===== src/sv/vca_pkg.sv =====
// Voice channel allocator: shared package.
// Holds the transaction structs, field widths, operation codes and default sizes.
// No dependencies.
package vca_pkg;

    localparam int CHANNEL_CAPACITY = 32;
    localparam int FRAME_BITS       = 24;
    localparam int GENERATION_BITS  = 32;

    localparam int OP_W     = 2;
    localparam int PRIO_W   = 16;
    localparam int CHAN_W   = 5;
    localparam int GEN_W    = 32;
    localparam int FRAME_W  = 24;
    localparam int CFG_W    = 6;
    localparam int RESET_CHANNELS = 32;

    localparam logic [OP_W-1:0] OP_ALLOC  = 2'd0;
    localparam logic [OP_W-1:0] OP_UPDATE = 2'd1;
    localparam logic [OP_W-1:0] OP_STOP   = 2'd2;
    localparam logic [OP_W-1:0] OP_QUERY  = 2'd3;

    localparam logic signed [PRIO_W-1:0] UNOWNED_PRIO = -16'sd1;

    typedef struct packed {
        logic [OP_W-1:0]          operation;
        logic signed [PRIO_W-1:0] request_priority;
        logic                     new_owner_valid;
        logic signed [PRIO_W-1:0] new_owner_priority;
        logic [CHAN_W-1:0]        target_channel;
        logic [GEN_W-1:0]         handle_generation;
        logic [FRAME_W-1:0]       play_position;
        logic [FRAME_W-1:0]       sound_frames;
    } t_item;

    typedef struct packed {
        logic              granted;
        logic [CHAN_W-1:0] granted_channel;
        logic [GEN_W-1:0]  granted_generation;
        logic              stolen;
        logic              channel_active;
    } t_result;

endpackage


===== src/sv/vca_rank.sv =====
// Voice channel allocator: progress ratio of the entry under scan and registered
// cross products against the current steal candidate.
// Depends on vca_pkg for the default frame width.
module vca_rank #(
    parameter int FRAME_BITS = vca_pkg::FRAME_BITS
) (
    input  logic                  i_clk,
    input  logic [FRAME_BITS-1:0] i_ent_pos,
    input  logic [FRAME_BITS-1:0] i_ent_len,
    input  logic [FRAME_BITS-1:0] i_cand_num,
    input  logic [FRAME_BITS-1:0] i_cand_den,
    output logic [FRAME_BITS-1:0] o_ent_num,
    output logic [FRAME_BITS-1:0] o_ent_den,
    output logic                  o_further
);

    localparam int PW = 2 * FRAME_BITS;

    logic [PW-1:0] r_prod_ent;
    logic [PW-1:0] r_prod_cand;

    // zero length counts as complete: ratio 1/1
    always_comb begin
        if (i_ent_len == '0) begin
            o_ent_num = FRAME_BITS'(1);
            o_ent_den = FRAME_BITS'(1);
        end else begin
            o_ent_num = i_ent_pos;
            o_ent_den = i_ent_len;
        end
    end

    always_ff @(posedge i_clk) begin
        r_prod_ent  <= PW'(o_ent_num) * PW'(i_cand_den);
        r_prod_cand <= PW'(i_cand_num) * PW'(o_ent_den);
    end

    assign o_further = r_prod_ent > r_prod_cand;

endmodule


===== config.mk =====
export PLATFORM = sky130hd
export DESIGN_NAME = vca_rank
export DESIGN_NICKNAME = d
export VERILOG_FILES = /design/src/sv/vca_pkg.sv /design/src/sv/vca_rank.sv
export SDC_FILE = /design/constraint.sdc
export NUM_CORES = 2
export LEC_CHECK = 0
export ABC_AREA = 1
export BUFFER_PORTS_ARGS = -buffer_cell sky130_fd_sc_hd__buf_2
export CORE_MARGIN = 5
export CORE_UTILIZATION = 67
export DETAILED_ROUTE_END_ITERATION = 6
export PLACE_DENSITY = 0.85
export RECOVER_POWER = 100
export SYNTH_ARGS = -nofsm -noshare
export SYNTH_HDL_FRONTEND = slang
export SYNTH_SLANG_ARGS = --single-unit

===== constraint.sdc =====
create_clock -name i_clk -period 9.5 [get_ports i_clk]
set_input_delay 0.95 -clock i_clk [delete_from_list [all_inputs] [get_ports i_clk]]
set_output_delay 0.95 -clock i_clk [all_outputs]
set_load 0.05 [all_outputs]

# Word level (Yosys, flattened, before mapping)
# Index checks and enable logic that the tools add are counted.
totals:
  register_bits: 96
  input_bits: 97
  word_cells: 8
op_classes:
  n_mul: 2
  n_lt_le_gt_ge: 1
  muxes: 2
  n_reduce_logical: 1
ops:
  columns: ["op", "count"]
  rows:
  - ["24-bit by 24-bit multiplier with 48-bit output", 2]
  - ["48-bit > comparator", 1]
  - ["24-bit 2-to-1 mux", 2]
  - ["24-bit zero test", 1]

# Longest topological paths before layout
depth:
  ltp_word: 3
  mapped_depth: 37

# Worst setup path after synthesis
# Ideal clock, no wire load.
synth_path:
  path_type: "input -> register"
  start: "input port i_ent_len[7]"
  end: "register r_prod_cand[40]"
  setup_ps: 112
  t_arrival_ps: 7118
  required_time_ps: 9388
  slack_ps: 2270
  stages: 33
  n_path_buf: 3
  cell_sequence: "buf_2 -> nor4_2 -> nand2_1 -> nor2_2 -> nand3_4 -> buf_8 -> nand2_8 -> inv_4 -> buf_12 -> nor2_4 -> fa_1 -> fa_1 -> inv_1 -> fa_1 -> inv_1 -> fa_1 -> inv_1 -> fa_1 -> inv_1 -> fa_1 -> inv_1 -> fa_1 -> inv_1 -> ha_1 -> nand2_1 -> nor2_1 -> nand2_1 -> nor2_1 -> nand2_1 -> nand3_1 -> nand2_1 -> nand3_1 -> nand2_1"
synth_via:
  elab_chain_len: 3
synth_lines:
  columns: ["element", "line_no", "source"]
  rows:
  - ["start, declared", "vca_rank.sv:9", "input logic [FRAME_BITS-1:0] i_ent_len,"]
  - ["24-bit zero test", "vca_rank.sv:24", "if (i_ent_len == '0) begin"]
  - ["24-bit 2-to-1 mux", "vca_rank.sv:24", null]
  - ["via o_ent_den[0]", "vca_rank.sv:13", "output logic [FRAME_BITS-1:0] o_ent_den,"]
  - ["24-bit by 24-bit multiplier with 48-bit output", "vca_rank.sv:35", "r_prod_cand <= PW'(i_cand_num) * PW'(o_ent_den);"]
  - ["end signal, assigned", "vca_rank.sv:35", null]
  - ["end, declared", "vca_rank.sv:20", "logic [PW-1:0] r_prod_cand;"]
# The timed path passes the listed nets, and every way through them passes these cells.

# Final worst setup path
layout_path:
  start: "input port i_ent_len[19]"
  end: "register r_prod_ent[39]"
layout_via:
  elab_chain_len: 3
layout_lines:
  columns: ["element", "line_no", "source"]
  rows:
  - ["24-bit zero test", "vca_rank.sv:24", null]
  - ["24-bit 2-to-1 mux", "vca_rank.sv:24", null]
  - ["24-bit by 24-bit multiplier with 48-bit output", "vca_rank.sv:34", "r_prod_ent <= PW'(o_ent_num) * PW'(i_cand_den);"]
  - ["end signal, assigned", "vca_rank.sv:34", null]
  - ["end, declared", "vca_rank.sv:19", "logic [PW-1:0] r_prod_ent;"]
# No other way between the ends.

==> metrics <==
vias in the first global route=38900; Die H=266 µm; post-CTS sizing=0; share of cells above drive strength 1=0.0366; Detailed Place HPWL=101 mm; Post-Route Setup TNS=0 ns; grt ovf=0; I/O Buffers=145; CP max stage cell=nand2_1; CP endpoint kind=flop; Rel. slew slack=-0.182; Post-synth EDFFs=0; Setup WS post-layout=0.606 ns; Die W=266 µm; worst path buffer plus inverter count=8; Reg area=0.00192 mm²; most frequently used flop master after synthesis=dfxtp_1; CTS Sinks=96; GP Congestion=0.991; Die Footprint=0.0706 mm²; Mapped Area=0.0438 mm²; Filler cells=5004; RSZ-0062 raised after global routing=no; final hold vios=0; Final Setup Violations=0; vias per cell=5.46; FP Rows=93; Multi-input gate area=0.0339 mm²; Yosys reg bits=96; Crit path largest cell delay=0.79 ns; Critical Path AT=9.14 ns; initial core utilization=0.679; f_max=112 MHz; Worst-Margin Slew=1.77 ns; largest net degree at the start of global routing=27; delay-heaviest family, CP=adder cells; Final ANT Viol Nets=0; gr usage total=0.350; Final period util=0.936; CP required=9.75 ns; post-synthesis to final-layout area growth=2.57%; TritonCTS Buffers=9; Routed WL=121 mm; status=finished with violations; clk buf depth=2; Post-CTS Hold Buffers=0; most frequent CP cell=fa_1; Warnings, synthesis=0; Synth Instances=5851; synth unique cells=37; Clock transition at path regs=0.07 ns; Post-CTS Setup Inserts=0; peak fanout along the critical path=23; violations in the final reports=design-rule violations, max-capacitance violations, max-slew violations; number of I/O pins=146; CP startpoint kind=input port; routed vias=36400; nets@finish=7270; Slew Limit Fails=207; worst min path class=in2reg; ys async rst share=0; Remaining DRCs=2; # Max-Cap Violations=8; Initial DRC Count=3301; CP Class=in2reg; CTS Root Cell=clkbuf_16; DR WL/cell=18.1 µm; H-tree Lvls=3; crit path time final=8.89 ns; sequential area share after synthesis=0.0438; syn_nets=7308; WHS=1.14 ns; syn_area_per_cell=7.49 µm²; wire length of the first global-routing pass=198 mm; TritonRoute pass-1 iters=7; Place WS=0.501 ns; initial antenna violation count=1; Placeable Area=0.0646 mm²; CTS tree=built
==> synthesized netlist by cell type, types with 3 or more instances <==
cell type	number	area share
inv_1	1776	0.15
nand2_1	1570	0.13
fa_1	964	0.44
nor2_1	460	0.039
ha_1	396	0.11
clkbuf_1	178	0.015
dfxtp_1	96	0.044
nand3_1	89	0.010
a21oi_1	76	0.0087
xor2_1	42	0.0084
buf_2	24	0.0027
inv_2	24	0.0021
nor2_4	20	0.0051
nand4_1	14	0.0020
nand2_2	13	0.0019
buf_6	12	0.0031
xnor2_1	12	0.0024
o21ai_0	10	0.0011
o21bai_1	9	0.0015
a31oi_1	8	0.0011
buf_4	8	0.0014
nor3_1	8	0.00091
clkinv_1	7	0.00060
nand2_4	7	0.0018
a21o_1	4	0.00069
nor4_2	4	0.0011
or2_2	4	0.00057
nand2_8	3	0.0014
==> area by class of cell <==
| cell class | count | share of cell area |
|---|---|---|
| tap | 855 | 0.0238 |
| sequential | 96 | 0.0427 |
| clock inverter | 4 | 0.00170 |
| multi-input combinational | 3722 | 0.755 |
| antenna | 2 | 0.000111 |
| timing repair buffer | 176 | 0.0202 |
| inverter | 1808 | 0.151 |
| clock buffer | 12 | 0.00548 |
==> stage by stage <==
step	std cells	utilization	instance area (µm²)
3_5_place_dp	6657	0.694	44800
6_report	6675	0.696	45000
2_1_floorplan	5851	-	43800
5_1_grt	6673	0.696	45000
3_3_place_gp	6657	0.694	44800
4_1_cts	6673	0.699	45200
==> layout by cell type, fill, tap and decap left out, types with 3 or more instances in the layout <==
master     count
nor2_1       466
a31oi_1        8
xor2_1        42
or2_2          4
nor3_1         8
inv_1       1782
buf_4         22
clkbuf_1      24
fa_1         964
xnor2_1       12
nand4_1       14
nor2_4        15
nand3_1       89
o21bai_1       9
nand2_1     1590
buf_2        132
nor4_1         3
clkbuf_16      9
inv_2         18
o21ai_0       10
dfxtp_1       96
a21oi_1       76
a21o_1         4
clkinv_1       7
ha_1         396
nor4_2         3
==> logic make-up after synthesis <==
family          Yosys count  synth area share
simple gates           2199             0.200
fa+ha+maj              1360             0.553
xor+xnor                 54            0.0108
flops                    96            0.0438
compound gates          109            0.0135
buf+inv                2033             0.179
==> state kept, by name (all words and copies together), names as in the netlist <==
name         count
r_prod_ent      48
r_prod_cand     48
==> path summary, 6_finish.rpt <==
check                startpoint                     end  slack (ns)  depth (start not counted)
setup / recovery  i_ent_len[19]  r_prod_ent[39]$_DFF_P_        0.61                         28
hold / removal    i_cand_num[0]  r_prod_cand[0]$_DFF_P_        1.14                          3
==> per-layer routing <==
metal,vias up,GRT usage,wire length (µm)
met5,-,0,26
met4,2,0.149,6380
met3,519,0.0971,14900
met2,2255,0.572,56200
met1,17500,0.442,43200
li1,16200,-,-
Power is left out: the tool's default activity adds up to more than one toggle a clock period on the data nets, which glitch-free logic cannot reach.
